==> src/rtl/aet_pkg.sv <==
// Shared constants and types for the adjacency edge table.
package aet_pkg;

   // Default sizing of the table
   localparam int MAX_EDGES_DEF      = 16;
   localparam int VERTEX_ID_BITS_DEF = 8;

   // Field widths of the request and response beats
   localparam int COMMAND_W      = 2;
   localparam int TARGET_W       = 8;
   localparam int WEIGHT_W       = 32;
   localparam int STATUS_W       = 3;
   localparam int EDGE_COUNT_W   = 5;

   // Bit offsets inside req_tdata
   localparam int REQ_CMD_LSB    = 0;
   localparam int REQ_TGT_LSB    = REQ_CMD_LSB + COMMAND_W;
   localparam int REQ_WGT_LSB    = REQ_TGT_LSB + TARGET_W;
   localparam int REQ_USED_W     = REQ_WGT_LSB + WEIGHT_W;
   localparam int REQ_TDATA_W    = ((REQ_USED_W + 7) / 8) * 8;

   localparam int RSP_USED_W     = STATUS_W + WEIGHT_W + EDGE_COUNT_W;
   localparam int RSP_TDATA_W    = ((RSP_USED_W + 7) / 8) * 8;

   // Command codes
   localparam logic [COMMAND_W-1:0] CMD_CONNECT = 2'd0;
   localparam logic [COMMAND_W-1:0] CMD_REMOVE  = 2'd1;
   localparam logic [COMMAND_W-1:0] CMD_LOOKUP  = 2'd2;

   // Status codes
   localparam logic [STATUS_W-1:0] ST_CREATED   = 3'd0;
   localparam logic [STATUS_W-1:0] ST_UPDATED   = 3'd1;
   localparam logic [STATUS_W-1:0] ST_REMOVED   = 3'd2;
   localparam logic [STATUS_W-1:0] ST_NOT_FOUND = 3'd3;
   localparam logic [STATUS_W-1:0] ST_FOUND     = 3'd4;
   localparam logic [STATUS_W-1:0] ST_FULL      = 3'd5;

   // Sequencer states
   typedef enum logic [1:0] {
      SEQ_IDLE,
      SEQ_SCAN,
      SEQ_COMMIT
   } seq_state_type;

endpackage

==> src/rtl/aet_store.sv <==
// Edge storage: destination id and weight per slot, one write and one registered read port.
module aet_store #(
   parameter int  DEPTH     = aet_pkg::MAX_EDGES_DEF,
   parameter int  ID_BITS   = aet_pkg::VERTEX_ID_BITS_DEF,
   localparam int ADDR_BITS = $clog2(DEPTH)
) (
   input  logic                         clock,
   input  logic                         wr_en,
   input  logic [ADDR_BITS-1:0]         wr_addr,
   input  logic [ID_BITS-1:0]           wr_id,
   input  logic [aet_pkg::WEIGHT_W-1:0] wr_weight,
   input  logic [ADDR_BITS-1:0]         rd_addr,
   output logic [ID_BITS-1:0]           rd_id,
   output logic [aet_pkg::WEIGHT_W-1:0] rd_weight
);
   import aet_pkg::*;

   logic [WEIGHT_W+ID_BITS-1:0] mem [DEPTH];
   logic [WEIGHT_W+ID_BITS-1:0] rd_word_ff;

   // Write a whole slot
   always_ff @(posedge clock) begin
      if (wr_en) begin
         mem[wr_addr] <= {wr_weight, wr_id};
      end
   end

   // Registered read
   always_ff @(posedge clock) begin
      rd_word_ff <= mem[rd_addr];
   end

   assign rd_id     = rd_word_ff[ID_BITS-1:0];
   assign rd_weight = rd_word_ff[WEIGHT_W+ID_BITS-1:ID_BITS];

endmodule

==> src/rtl/adjacency_edge_table.sv <==
// A beat is taken only in idle and is not followed by another until its commit; the
//   slot sweep between them compares one stored id per cycle through the single read
//   port, and commit waits while the output register still holds an untaken response.
// Reset (synchronous, active high) clears all valid bits, the edge count and the
//   sequencer; stored ids and weights are left as they are and never read unless valid.
// A finished response waits in the output register while the next beat is taken.
module adjacency_edge_table #(
   parameter int MAX_EDGES      = aet_pkg::MAX_EDGES_DEF,
   parameter int VERTEX_ID_BITS = aet_pkg::VERTEX_ID_BITS_DEF
) (
   input  logic                            clock,
   input  logic                            reset,
   // req_tdata: command[1:0], target_vertex[9:2], edge_weight[41:10], zero fill
   input  logic                            req_tvalid,
   output logic                            req_tready,
   input  logic [aet_pkg::REQ_TDATA_W-1:0] req_tdata,
   // rsp_tdata: status[2:0], found_weight[34:3], edge_count[39:35]
   output logic                            rsp_tvalid,
   input  logic                            rsp_tready,
   output logic [aet_pkg::RSP_TDATA_W-1:0] rsp_tdata
);
   import aet_pkg::*;

   localparam int IDX_BITS = $clog2(MAX_EDGES);
   localparam int CNT_BITS = $clog2(MAX_EDGES + 1);

   seq_state_type state_ff, state_in;

   logic [COMMAND_W-1:0]      cmd_ff, cmd_in;
   logic [VERTEX_ID_BITS-1:0] id_ff, id_in;
   logic [WEIGHT_W-1:0]       weight_ff, weight_in;

   logic [IDX_BITS:0]         issue_ff, issue_in;
   logic                      cmp_on_ff, cmp_on_in;
   logic [IDX_BITS-1:0]       cmp_idx_ff, cmp_idx_in;
   logic                      hit_ff, hit_in;
   logic [IDX_BITS-1:0]       hit_idx_ff, hit_idx_in;
   logic [WEIGHT_W-1:0]       hit_weight_ff, hit_weight_in;
   logic                      free_ok_ff, free_ok_in;
   logic [IDX_BITS-1:0]       free_idx_ff, free_idx_in;

   logic [MAX_EDGES-1:0]      valid_ff, valid_in;
   logic [CNT_BITS-1:0]       count_ff, count_in;

   logic                      rsp_valid_ff, rsp_valid_in;
   logic [STATUS_W-1:0]       rsp_status_ff, rsp_status_in;
   logic [WEIGHT_W-1:0]       rsp_weight_ff, rsp_weight_in;
   logic [EDGE_COUNT_W-1:0]   rsp_count_ff, rsp_count_in;

   logic                      wr_en;
   logic [IDX_BITS-1:0]       wr_addr;
   logic [VERTEX_ID_BITS-1:0] rd_id;
   logic [WEIGHT_W-1:0]       rd_weight;
   logic                      out_free;

   // Slot storage
   aet_store #(
      .DEPTH   (MAX_EDGES),
      .ID_BITS (VERTEX_ID_BITS)
   ) u_store (
      .clock     (clock),
      .wr_en     (wr_en),
      .wr_addr   (wr_addr),
      .wr_id     (id_ff),
      .wr_weight (weight_ff),
      .rd_addr   (issue_ff[IDX_BITS-1:0]),
      .rd_id     (rd_id),
      .rd_weight (rd_weight)
   );

   // Control registers
   always_ff @(posedge clock) begin
      if (reset) begin
         state_ff     <= SEQ_IDLE;
         issue_ff     <= '0;
         cmp_on_ff    <= 1'b0;
         hit_ff       <= 1'b0;
         free_ok_ff   <= 1'b0;
         valid_ff     <= '0;
         count_ff     <= '0;
         rsp_valid_ff <= 1'b0;
      end else begin
         state_ff     <= state_in;
         issue_ff     <= issue_in;
         cmp_on_ff    <= cmp_on_in;
         hit_ff       <= hit_in;
         free_ok_ff   <= free_ok_in;
         valid_ff     <= valid_in;
         count_ff     <= count_in;
         rsp_valid_ff <= rsp_valid_in;
      end
   end

   // Payload registers
   always_ff @(posedge clock) begin
      cmd_ff        <= cmd_in;
      id_ff         <= id_in;
      weight_ff     <= weight_in;
      cmp_idx_ff    <= cmp_idx_in;
      hit_idx_ff    <= hit_idx_in;
      hit_weight_ff <= hit_weight_in;
      free_idx_ff   <= free_idx_in;
      rsp_status_ff <= rsp_status_in;
      rsp_weight_ff <= rsp_weight_in;
      rsp_count_ff  <= rsp_count_in;
   end

   assign out_free = !rsp_valid_ff || rsp_tready;

   // Sequencer: take a beat, sweep the slots, commit and post the response
   always_comb begin
      state_in      = state_ff;
      cmd_in        = cmd_ff;
      id_in         = id_ff;
      weight_in     = weight_ff;
      issue_in      = issue_ff;
      cmp_on_in     = cmp_on_ff;
      cmp_idx_in    = cmp_idx_ff;
      hit_in        = hit_ff;
      hit_idx_in    = hit_idx_ff;
      hit_weight_in = hit_weight_ff;
      free_ok_in    = free_ok_ff;
      free_idx_in   = free_idx_ff;
      valid_in      = valid_ff;
      count_in      = count_ff;
      rsp_valid_in  = rsp_valid_ff;
      rsp_status_in = rsp_status_ff;
      rsp_weight_in = rsp_weight_ff;
      rsp_count_in  = rsp_count_ff;
      req_tready    = 1'b0;
      wr_en         = 1'b0;
      wr_addr       = free_idx_ff;

      // Drop the response once taken
      if (rsp_valid_ff && rsp_tready) begin
         rsp_valid_in = 1'b0;
      end

      case (state_ff)
         SEQ_IDLE: begin
            // Hold off beats while reset is applied
            req_tready = !reset;
            if (req_tvalid) begin
               cmd_in     = req_tdata[REQ_CMD_LSB +: COMMAND_W];
               id_in      = VERTEX_ID_BITS'(req_tdata[REQ_TGT_LSB +: TARGET_W]);
               weight_in  = req_tdata[REQ_WGT_LSB +: WEIGHT_W];
               issue_in   = '0;
               cmp_on_in  = 1'b0;
               hit_in     = 1'b0;
               free_ok_in = 1'b0;
               state_in   = SEQ_SCAN;
            end
         end

         SEQ_SCAN: begin
            // Advance the read address until every slot has been issued
            if (issue_ff != (IDX_BITS + 1)'(MAX_EDGES)) begin
               issue_in   = issue_ff + (IDX_BITS + 1)'(1);
               cmp_on_in  = 1'b1;
               cmp_idx_in = issue_ff[IDX_BITS-1:0];
            end else begin
               cmp_on_in  = 1'b0;
               state_in   = SEQ_COMMIT;
            end
            // Compare the slot read last cycle; note the first free slot too
            if (cmp_on_ff) begin
               if (valid_ff[cmp_idx_ff] && (rd_id == id_ff) && !hit_ff) begin
                  hit_in        = 1'b1;
                  hit_idx_in    = cmp_idx_ff;
                  hit_weight_in = rd_weight;
               end
               if (!valid_ff[cmp_idx_ff] && !free_ok_ff) begin
                  free_ok_in  = 1'b1;
                  free_idx_in = cmp_idx_ff;
               end
            end
         end

         SEQ_COMMIT: begin
            // Hold until the output register can take the result
            if (out_free) begin
               rsp_status_in = ST_NOT_FOUND;
               rsp_weight_in = '0;
               case (cmd_ff)
                  CMD_CONNECT: begin
                     if (hit_ff) begin
                        wr_en         = 1'b1;
                        wr_addr       = hit_idx_ff;
                        rsp_status_in = ST_UPDATED;
                     end else if (free_ok_ff) begin
                        wr_en                 = 1'b1;
                        wr_addr               = free_idx_ff;
                        valid_in[free_idx_ff] = 1'b1;
                        count_in              = count_ff + CNT_BITS'(1);
                        rsp_status_in         = ST_CREATED;
                     end else begin
                        rsp_status_in = ST_FULL;
                     end
                  end
                  CMD_REMOVE: begin
                     if (hit_ff) begin
                        valid_in[hit_idx_ff] = 1'b0;
                        count_in             = count_ff - CNT_BITS'(1);
                        rsp_status_in        = ST_REMOVED;
                     end
                  end
                  CMD_LOOKUP: begin
                     if (hit_ff) begin
                        rsp_weight_in = hit_weight_ff;
                        rsp_status_in = ST_FOUND;
                     end
                  end
                  default: begin
                     rsp_status_in = ST_NOT_FOUND;
                  end
               endcase
               rsp_count_in = EDGE_COUNT_W'(count_in);
               rsp_valid_in = 1'b1;
               state_in     = SEQ_IDLE;
            end
         end

         default: begin
            state_in = SEQ_IDLE;
         end
      endcase
   end

   assign rsp_tvalid = rsp_valid_ff;
   assign rsp_tdata  = RSP_TDATA_W'({rsp_count_ff, rsp_weight_ff, rsp_status_ff});

`ifndef NO_ASSERTIONS
   // Edge count tracks the number of valid slots
   a_count_matches : assert property (@(posedge clock) disable iff (reset)
      $countones(valid_ff) == 32'(count_ff))
      else $error("edge count differs from valid slot total");

   // Count never exceeds the table size
   a_count_bound : assert property (@(posedge clock) disable iff (reset)
      32'(count_ff) <= MAX_EDGES)
      else $error("edge count above table size");

   // A new response only follows a commit
   a_rsp_from_commit : assert property (@(posedge clock) disable iff (reset)
      $rose(rsp_valid_ff) |-> $past(state_ff) == SEQ_COMMIT)
      else $error("response posted outside commit");

   // Commit is reached only through a sweep
   a_commit_after_scan : assert property (@(posedge clock) disable iff (reset)
      (state_ff == SEQ_COMMIT) |-> ($past(state_ff) == SEQ_SCAN ||
                                    $past(state_ff) == SEQ_COMMIT))
      else $error("commit entered without a sweep");

   // Storage is written only during commit with the output register free
   a_write_in_commit : assert property (@(posedge clock) disable iff (reset)
      wr_en |-> (state_ff == SEQ_COMMIT) && out_free)
      else $error("slot written outside commit");
`endif

endmodule
==> config.mk <==
export PLATFORM = sky130hd
export DESIGN_NAME = adjacency_edge_table
export DESIGN_NICKNAME = d
export VERILOG_FILES = /design/src/rtl/aet_pkg.sv /design/src/rtl/aet_store.sv /design/src/rtl/adjacency_edge_table.sv
export SDC_FILE = /design/constraint.sdc
export NUM_CORES = 1
export LEC_CHECK = 0
export BUFFER_PORTS_ARGS = -buffer_cell sky130_fd_sc_hd__buf_2
export CORE_MARGIN = 1.5
export CORE_UTILIZATION = 50
export DETAILED_ROUTE_END_ITERATION = 8
export PLACE_DENSITY_LB_ADDON = 0.12
export SYNTH_ARGS = -nofsm -noshare
export SYNTH_HDL_FRONTEND = slang
export SYNTH_SLANG_ARGS = --single-unit
==> constraint.sdc <==
create_clock -name clock -period 5.35 [get_ports clock]
set_input_delay 0.535 -clock clock [delete_from_list [all_inputs] [get_ports clock]]
set_output_delay 0.535 -clock clock [all_outputs]
set_load 0.01 [all_outputs]
Word-level counts from Yosys, hierarchy flattened. Memories as Yosys holds them, arrays and structs flattened. A register that Yosys moved wholly into a read port is not among the register bits. Cells that the tools add are included.

$add $sub $neg: 3. Multiply operators: 0. Divide/modulo/power cells: 0. Magnitude comparators: 5. Equal/unequal tests: 16. Shift operators: 0. Multiplexer cells: 50. Bitwise logic cells: 3. Reductions and logical operators: 28.

Operator list (number): $mux W16 (3); $pmux W16 S2 (1); $mux W5 (5); $mux W1 (21); $ne A2 B2 Y1 const B (10); $pmux W5 S2 (2); $and A16 B16 Y16 (1); $mux W4 (4); $not A16 Y16 (1); $or A16 B16 Y16 (1); $lt A4 B5 Y1 const B (3); $reduce_and A3 Y1 (4); $add A5 B1 Y5 const B (2); $reduce_and A2 Y1 (5); $mux W3 (3); $pmux W3 S3 (1); $demux W1 S4 (2); $eq A8 B8 Y1 (1); $ge A4 B1 Y1 const B (2); $reduce_and A4 Y1 (2); $logic_and A1 B1 Y1 (6); $mux W2 (3); $pmux W1 S2 (3); $pmux W2 S3 (1); 10 further kinds (18).

Register bits: 158. Latch bits: 0. Memory bits (writable): 640. Bits in read-only memories: 0. Input port bits: 52. Output and inout bits: 42. Logic and storage cells: 124. Memories kept: 1.

Memories: u_store.mem (depth 16, bits a word 40, rd ports 1, clocked after Yosys merged registers in 1, wr ports 1, line aet_store.sv:18) `logic [WEIGHT_W+ID_BITS-1:0] mem [DEPTH];`.

Depth between registers and ports, before layout. Gate-level depths: netlist of the first run.

Depth in word-level cells: 8. Gate-level depth with buffers: 9. Mapped depth without buffers: 6.

By module. A second synthesis of the first run with hierarchy kept.

Cell total of the unflattened synthesis: 1416. Area, all modules: 31038.5 um^2.

Modules (own cells, without submodules): aet_store (times used 1, cells each 1040, area each 25131.6 um^2, sequential area each 20019.2 um^2); adjacency_edge_table (times used 1, cells each 376, area each 5906.9 um^2, sequential area each 4424.2 um^2).

Least setup slack after synthesis of the first run. OpenSTA, ideal clock, no wires.

Path kind: input port to flip-flop. From: input req_tvalid. To: register issue_ff[2]. Setup time: 0.070 ns. Arrival time: 4.868 ns. Required time: 5.280 ns. Slack: 0.413 ns. Stages on the path: 4. Buffers on the path: 0. Cells stage by stage: nor3b_1 > a21oi_1 > or3_1 > a21oi_1.

Cells in the longest elaborated chain, start to end: 2.

Ends and longest elaborated chain: from (decl) (line adjacency_edge_table.sv:14) `input logic req_tvalid,`; $ne A2 B2 Y1 (no source line); $reduce_and A3 Y1 (no source line); to (signal assigned) (line adjacency_edge_table.sv:84) `issue_ff <= issue_in;`; to (decl) (line adjacency_edge_table.sv:33) `logic [IDX_BITS:0] issue_ff, issue_in;`.

Every way passes these cells. A chain may end at the register's enable or synchronous reset.

Final worst setup path of the first run.
From: register cmd_ff[1]. To: memory u_store.mem[10][32] (netlist bit), enable pin.

Cells in the longest elaborated chain, start to end: 6. Elaborated cells on any way between the ends: 9. Classes of those cells: mux (8); reduce/logical (1).

Ends and longest elaborated chain: from (decl) (line adjacency_edge_table.sv:29) `logic [COMMAND_W-1:0] cmd_ff, cmd_in;`; from (signal assigned) (line adjacency_edge_table.sv:96) `cmd_ff <= cmd_in;`; $logic_not A2 Y1 (*) (line adjacency_edge_table.sv:184) `case (cmd_ff)`; $mux W1 (line adjacency_edge_table.sv:184); $mux W1 (line adjacency_edge_table.sv:181) `if (out_free) begin`; $mux W1 (line adjacency_edge_table.sv:139) `case (state_ff)`; $mux W1 (line aet_store.sv:23) `if (wr_en) begin`; $mux W1 (not written as such) (line aet_store.sv:24) `mem[wr_addr] <= {wr_weight, wr_id};`; to (decl) (line aet_store.sv:18).

Mark *: on every way between the ends. The rest lies on a longest branch, timed or not.

==> results of run 1 <==
## cell usage after synthesis (all sizes together), types with 2 or more instances
cell,number
edfxtp,766
mux4,205
dfxtp,72
clkbuf,46
and2,33
nor2,31
nand2,21
inv,18
buf,15
o21ai,11
xor2,11
a21oi,10
nor4,10
nor2b,8
o311ai,8
o32ai,8
nand2b,7
nor3,6
or3,6
mux2i,5
ha,4
nand3,4
o21a,4
or3b,4
mux2,3
nand3b,3
or4,3
xnor2,3
a2111oi,2
a211oi,2
a21o,2
o2111ai,2
o211ai,2
o22a,2
or2,2
## state kept, by name (all words and copies together) (netlist names)
signal              cells
u_store.mem           640
u_store.rd_word_ff     40
hit_weight_ff          32
rsp_weight_ff          32
weight_ff              32
valid_ff               16
id_ff                   8
count_ff                5
issue_ff                5
rsp_count_ff            5
cmp_idx_ff              4
free_idx_ff             4
hit_idx_ff              4
rsp_status_ff           3
cmd_ff                  2
state_ff                2
cmp_on_ff               1
free_ok_ff              1
hit_ff                  1
rsp_tvalid              1
## cell type report
type,instances,area share [%]
well taps,782,2.77
repair buffers,117,2.30
clock inverters,35,1.07
multi-input cells,431,17.6
clock buffers,121,6.76
flip-flops and latches,838,69.3
inverters,18,0.192
## kinds of logic (layout without fill, tap and decap cells)
logic type	Yosys count	after routing
AO/OA/AOI/OAI	57	57
XOR/XNOR	14	14
adder cells (fa/ha/maj)	4	4
buffers and inverters	79	291
flip-flops	838	838
multiplexers	213	213
AND/OR/NAND/NOR	143	143
## power breakdown
group | leakage (nW) | switching, mW | internal, mW
sequential | 7.49 | 0.108 | 7.19
clock | 1.33 | 2.37 | 3.48
combinational | 2.07 | 0.134 | 0.171
## per-stage QoR
stage          worst slack (ps)  instances  cell area (um^2)
2_1_floorplan               413       1348             30800
3_3_place_gp               1790       2186             32500
3_5_place_dp               1790       2186             32500
4_1_cts                    1780       2342             35300
5_1_grt                    1570       2342             35300
6_report                   1750       2342             35300
## worst paths after layout
| kind | start | end | depth (start not counted) |
|---|---|---|---|
| min reg2reg | u_store.rd_word_ff[28] | hit_weight_ff[20] | 0 |
| min | req_tdata[28] | weight_ff[18] | 1 |
| max reg2reg | cmd_ff[1] | u_store.mem[10][32] | 5 |
| max | cmd_ff[1] | u_store.mem[10][32] | 5 |
## layer usage
layer	GRT usage, %	up-vias
li1	-	5932
met1	29.6	7484
met2	32.5	391
met3	3.32	73
met4	5.37	0
met5	0	-
==> impl_metrics.py, run 1 <==
metrics = {
    "detailed_routing": {
        "totalWireLength_um": 62300,
        "num_vias": 13880,
        "wl_per_cell_um": 26.6,
        "first_pass_iters": 5,
        "vias_per_cell": 5.93,
        "met3_length_um": 3120,
        "wl_met1_um": 27600,
        "wl_met2_um": 30500,
        "route.antenna.remaining_nets": 0,
        "highest_layer": "met4",
        "drt_iter0_drc": 1221,
        "drc": 0,
    },
    "cells_and_area": {
        "finalCoreUtilization_pct": 58.1,
        "final_common_cell": "edfxtp_1",
        "seqCellArea_mm2": 0.0245,
        "drive_gt1_share_pct": 30.1,
        "finalNetCount": 1547,
        "diodes": 0,
        "multi_input_area_mm2": 0.00620,
        "nFillCells": 4298,
        "area_growth_pct": 14.4,
        "final_cell_mix": "edfxtp_1, mux4_2, clkbuf_16, buf_2, dfxtp_1",
    },
    "timing": {
        "setup_tns_ps": 0,
        "slew-limit-headroom_pct": 25.3,
        "worst_slew_pin_slew_ps": 1090,
        "drv_slew": 0,
        "fmax_ghz": 0.278,
        "final_hold_viol_count": 0,
        "fin_crit_ps": 3600,
        "min_period_over_period_pct": 67.3,
        "clock_skew_ps": 17.8,
        "rsz0062_at_grt": "false",
        "setup_violations": 0,
        "hold_ws_ps": 90.8,
    },
    "worst_setup_path": {
        "critPathMaxStageDelay_ps": 860,
        "endpoint_kind": "flip-flop",
        "rrSetupSlack_ps": 1750,
        "critPathLaunchType": "flip-flop",
        "path_class": "flip-flop to flip-flop",
        "worstPathArrival_ps": 3890,
        "critPathRequiredTime_ps": 5640,
        "critPathMaxFanout": 27,
        "slowest_stage": "a2111oi_0",
        "critical_path_buf_inv_count": 1,
        "path_cells": "or2_2, a2111oi_0, nand2_1, nor2_4, buf_12",
        "crit_family": "simple AND/OR/NAND/NOR gates",
    },
    "cts": {
        "cts_setup_buffers": 0,
        "cts_buffers": 85,
        "cts_root_buf": "clkbuf_16",
        "cts.reportedPaths.clkPinSlew_ps": 60,
        "tritoncts": "yes",
        "cts_buffer_depth": 3,
        "postCtsResizedCells": 0,
        "ctsHoldBuffers": 0,
        "clock_latency_ps": 620,
        "cts_sinks": 838,
        "htreeDepth": 3,
    },
    "pwr": {
        "power_mw": 13.5,
        "power-per-cell-area_mw_per_mm2": 382,
        "ir_worst_vdd_v": 0.000262,
        "leakage_nw": 10.9,
    },
    "yosys": {
        "seq_area_frac_synth_pct": 79.3,
        "synthDistinctLibCells": 51,
        "syn_area_mm2": 0.0308,
        "synth_top_area_cell": "edfxtp_1",
        "synth_edf_count": 766,
        "synth_fp_nets": 1404,
        "yosysWarnings": 0,
        "synth.area.mux_share_pct": 15.2,
        "synthAdderAreaFrac_pct": 0.162,
        "synth.area.top_cells": "edfxtp_1, mux4_2, dfxtp_1",
        "async_flop_share_pct": 0,
        "synth_compound_area_share_pct": 1.33,
        "yosys_most_used_dff": "edfxtp_1",
        "avgSynthCellArea_um2": 22.9,
        "synthCells": 1348,
        "synth-simple-area-share_pct": 2.56,
        "ys_ff_latch": 838,
        "synth_top_area_share_pct": 74.6,
        "synth_top_family_by_area": "multiplexers",
        "synth_xor_area_share_pct": 0.398,
    },
    "floorplanning": {
        "die_area_mm2": 0.0632,
        "dieHeight_um": 251,
        "start_util_pct": 50.8,
        "rows": 90,
        "coreArea_mm2": 0.0607,
        "io_pins": 94,
        "die_w_um": 251,
    },
    "global_route": {
        "grt_pass1_wl_um": 92900,
        "antenna_found_initial": 0,
        "grt_pass1_vias": 14257,
        "grt_max_degree": 97,
        "gr-usage-all-layers_pct": 20.3,
        "overflow": 0,
    },
    "outcome": {
        "status": "finished, final reports clean",
    },
    "min_path": {
        "hold_path.class": "input port to flip-flop",
    },
    "place": {
        "port_buffers": 87,
        "dp_hpwl_um": 32500,
        "place.gp.congestion": 0.777,
    },
    "flow_run": {
        "maxCapViolCount": 0,
    },
}
Power figures use the tool's default switching activity.
==> run 2: changes to the inputs <==
- ABC_AREA: unset -> 1
- clock period: 5.35 -> 3 ns (I/O delays scaled with it)
==> run 2 against run 1 <==
Count of clock-buffer cells in the layout up 7; die area up 3.2%; via count up 43%; largest cell class unchanged.
==> impl_metrics.py, run 2 <==
metrics = {
    "outcome": {
        "status": "finished, final reports clean",
    },
    "floorplanning": {
        "coreArea_mm2": 0.0630,
        "die_area_mm2": 0.0652,
        "io_pins": 94,
        "start_util_pct": 50.6,
        "dieHeight_um": 255,
        "die_w_um": 255,
        "rows": 92,
    },
    "pwr": {
        "power_mw": 25.6,
        "leakage_nw": 12.6,
        "p_clk_share_pct": 41.8,
        "combPwrFrac_pct": 6.5,
        "netSwitchingFraction_pct": 22.3,
        "seqPwrFrac_pct": 51.8,
        "internal_power_mw": 19.9,
        "p_sw_mw": 5.70,
        "ir_worst_vdd_v": 0.000468,
        "power-per-cell-area_mw_per_mm2": 694,
    },
    "detailed_routing": {
        "highest_layer": "met4",
        "wl_met2_um": 36300,
        "drc": 0,
        "drt_iter0_drc": 1914,
        "num_vias": 19837,
        "met3_length_um": 4630,
        "vias_per_cell": 5.65,
        "wl_met1_um": 34000,
        "first_pass_iters": 6,
        "wl_per_cell_um": 21.8,
        "totalWireLength_um": 76400,
        "route.antenna.remaining_nets": 0,
    },
    "worst_setup_path": {
        "rrSetupSlack_ps": 130,
        "endpoint_kind": "flip-flop",
        "crit_start": "cmd_ff[1]",
        "path_class": "flip-flop to flip-flop",
        "critPathMaxFanout": 24,
        "worstPathArrival_ps": 3120,
        "critPathRequiredTime_ps": 3250,
        "r2r_start": "cmd_ff[1]",
        "critPathLaunchType": "flip-flop",
    },
    "min_path": {
        "hold_start": "req_tvalid",
        "hold_path.class": "input port to flip-flop",
    },
    "cells_and_area": {
        "largest_register_ffs": 640,
        "final_common_cell": "edfxtp_1",
        "area_growth_pct": 15.8,
        "diodes": 0,
        "final_cell_mix": "edfxtp_1, nor2_1, o21ai_0",
        "drive_gt1_share_pct": 11.8,
        "regMostFlops": "u_store.mem",
        "finalNetCount": 2650,
        "reg.largest.list": "u_store.mem (640), u_store.rd_word_ff (40)",
    },
    "global_route": {
        "grt_pass1_wl_um": 115000,
        "overflow": 0,
        "antenna_found_initial": 0,
        "grt_max_degree": 164,
        "grt_pass1_vias": 19282,
        "gr-usage-all-layers_pct": 23.3,
    },
    "yosys": {
        "synthCells": 2452,
        "yosysWarnings": 0,
        "yosys_most_used_dff": "edfxtp_1",
        "ys_ff_latch": 838,
        "avgSynthCellArea_um2": 13.0,
        "async_flop_share_pct": 0,
        "synthDistinctLibCells": 34,
        "synth_fp_nets": 2508,
        "synth_top_area_cell": "edfxtp_1",
        "seq_area_frac_synth_pct": 76.8,
        "synth_edf_count": 766,
        "synthTopCellsByCount": "edfxtp_1, nor2_1, o21ai_0, nand2_1, o22ai_1",
        "synth.area.top_cells": "edfxtp_1, o21ai_0, nor2_1",
        "syn_area_mm2": 0.0318,
        "synth.most_common_cell": "edfxtp_1",
        "synth_top_area_share_pct": 72.2,
    },
    "cts": {
        "clock_latency_ps": 630,
        "cts.reportedPaths.clkPinSlew_ps": 60,
        "cts_root_buf": "clkbuf_16",
        "tritoncts": "yes",
        "cts_sinks": 838,
        "htreeDepth": 3,
        "cts_buffers": 86,
        "cts_buffer_depth": 3,
        "cts_setup_buffers": 0,
    },
    "timing": {
        "drv_slew": 0,
        "fin_crit_ps": 2870,
        "min_period_over_period_pct": 95.8,
        "rsz0062_at_grt": "false",
        "final_hold_viol_count": 0,
        "worst_slew_pin_slew_ps": 804,
        "hold_ws_ps": 75.7,
        "clock_skew_ps": 25.6,
        "setup_violations": 0,
        "slew-limit-headroom_pct": 46.3,
        "fmax_ghz": 0.348,
    },
    "place": {
        "place.gp.congestion": 0.829,
        "port_buffers": 87,
        "dp_hpwl_um": 40700,
    },
    "flow_run": {
        "maxCapViolCount": 0,
    },
}
==> run 2: path summary, 6_finish.rpt <==
path / endpoint / cells after the start
setup reg to reg: u_store.mem[15][19] / 6
hold reg to reg: hit_weight_ff[18] / 0
hold / removal: state_ff[0] / 3
setup / recovery: u_store.mem[15][19] / 6
==> run 2: per-layer routing <==
layer,vias up,global-route usage [%]
li1,9155,-
met1,9944,33.5
met2,632,37.3
met3,106,3.07
met4,0,6.83
met5,-,0
==> run 2: critical path, stage by stage (launching register included) <==
cell,delay (ps)
edfxtp_1,500
nor2_4,250
inv_1,100
nor3_2,510
nand3_1,450
nor2_4,200
buf_4,450
==> run 2: power groups by stage <==
stage | sequential (mW) | clock (mW) | combinational, mW
final | 13.3 | 10.7 | 1.65
after global routing | 13.3 | 11.4 | 1.84
after CTS | 13.3 | 10.9 | 1.66
after detailed placement | 13.5 | 0 | 1.61
after global placement | 13.5 | 0 | 1.58
after floorplan | 13.4 | 0 | 1.15
==> run 2: timing repair <==
item | CTS | global route
hold buffers | 42 | 0
endpoints found under the hold margin | 42 | 0
endpoints found under the setup margin | 0 | 0
gates resized for setup | 0 | 0
==> run 2: cell families (layout without fill, tap and decap cells) <==
kind of cell | count (synthesis) | in the layout | share of synthesized area, %
and+or+nand+nor | 819 | 819 | 10.5
AOI/OAI and AO/OA | 545 | 545 | 9.19
xor gates and xnor gates | 5 | 5 | 0.138
DFF | 838 | 838 | 76.8
adders and majority gates | 4 | 4 | 0.157
buffers and inverters | 241 | 456 | 3.24
==> run 2: final cells by class <==
type	instances	area (um^2)
clock buffers	128	2490
clock inverters	33	358
fillers	4936	26100
inverters	107	417
multi-input cells	1373	6520
flip-flops and latches	838	24500
well taps	846	1060
repair buffers	188	1590
==> run 2: per-stage QoR <==
stage	instances	TNS [ps]	setup WS (ps)	utilization [%]	area, um^2
2_1_floorplan	2452	-71670	-114	-	31900
3_3_place_gp	3310	0	248	53.4	33600
3_5_place_dp	3310	0	160	53.4	33600
4_1_cts	3513	0	138	58.6	36900
5_1_grt	3513	0	22.4	58.6	36900
6_report	3513	0	125	58.6	36900
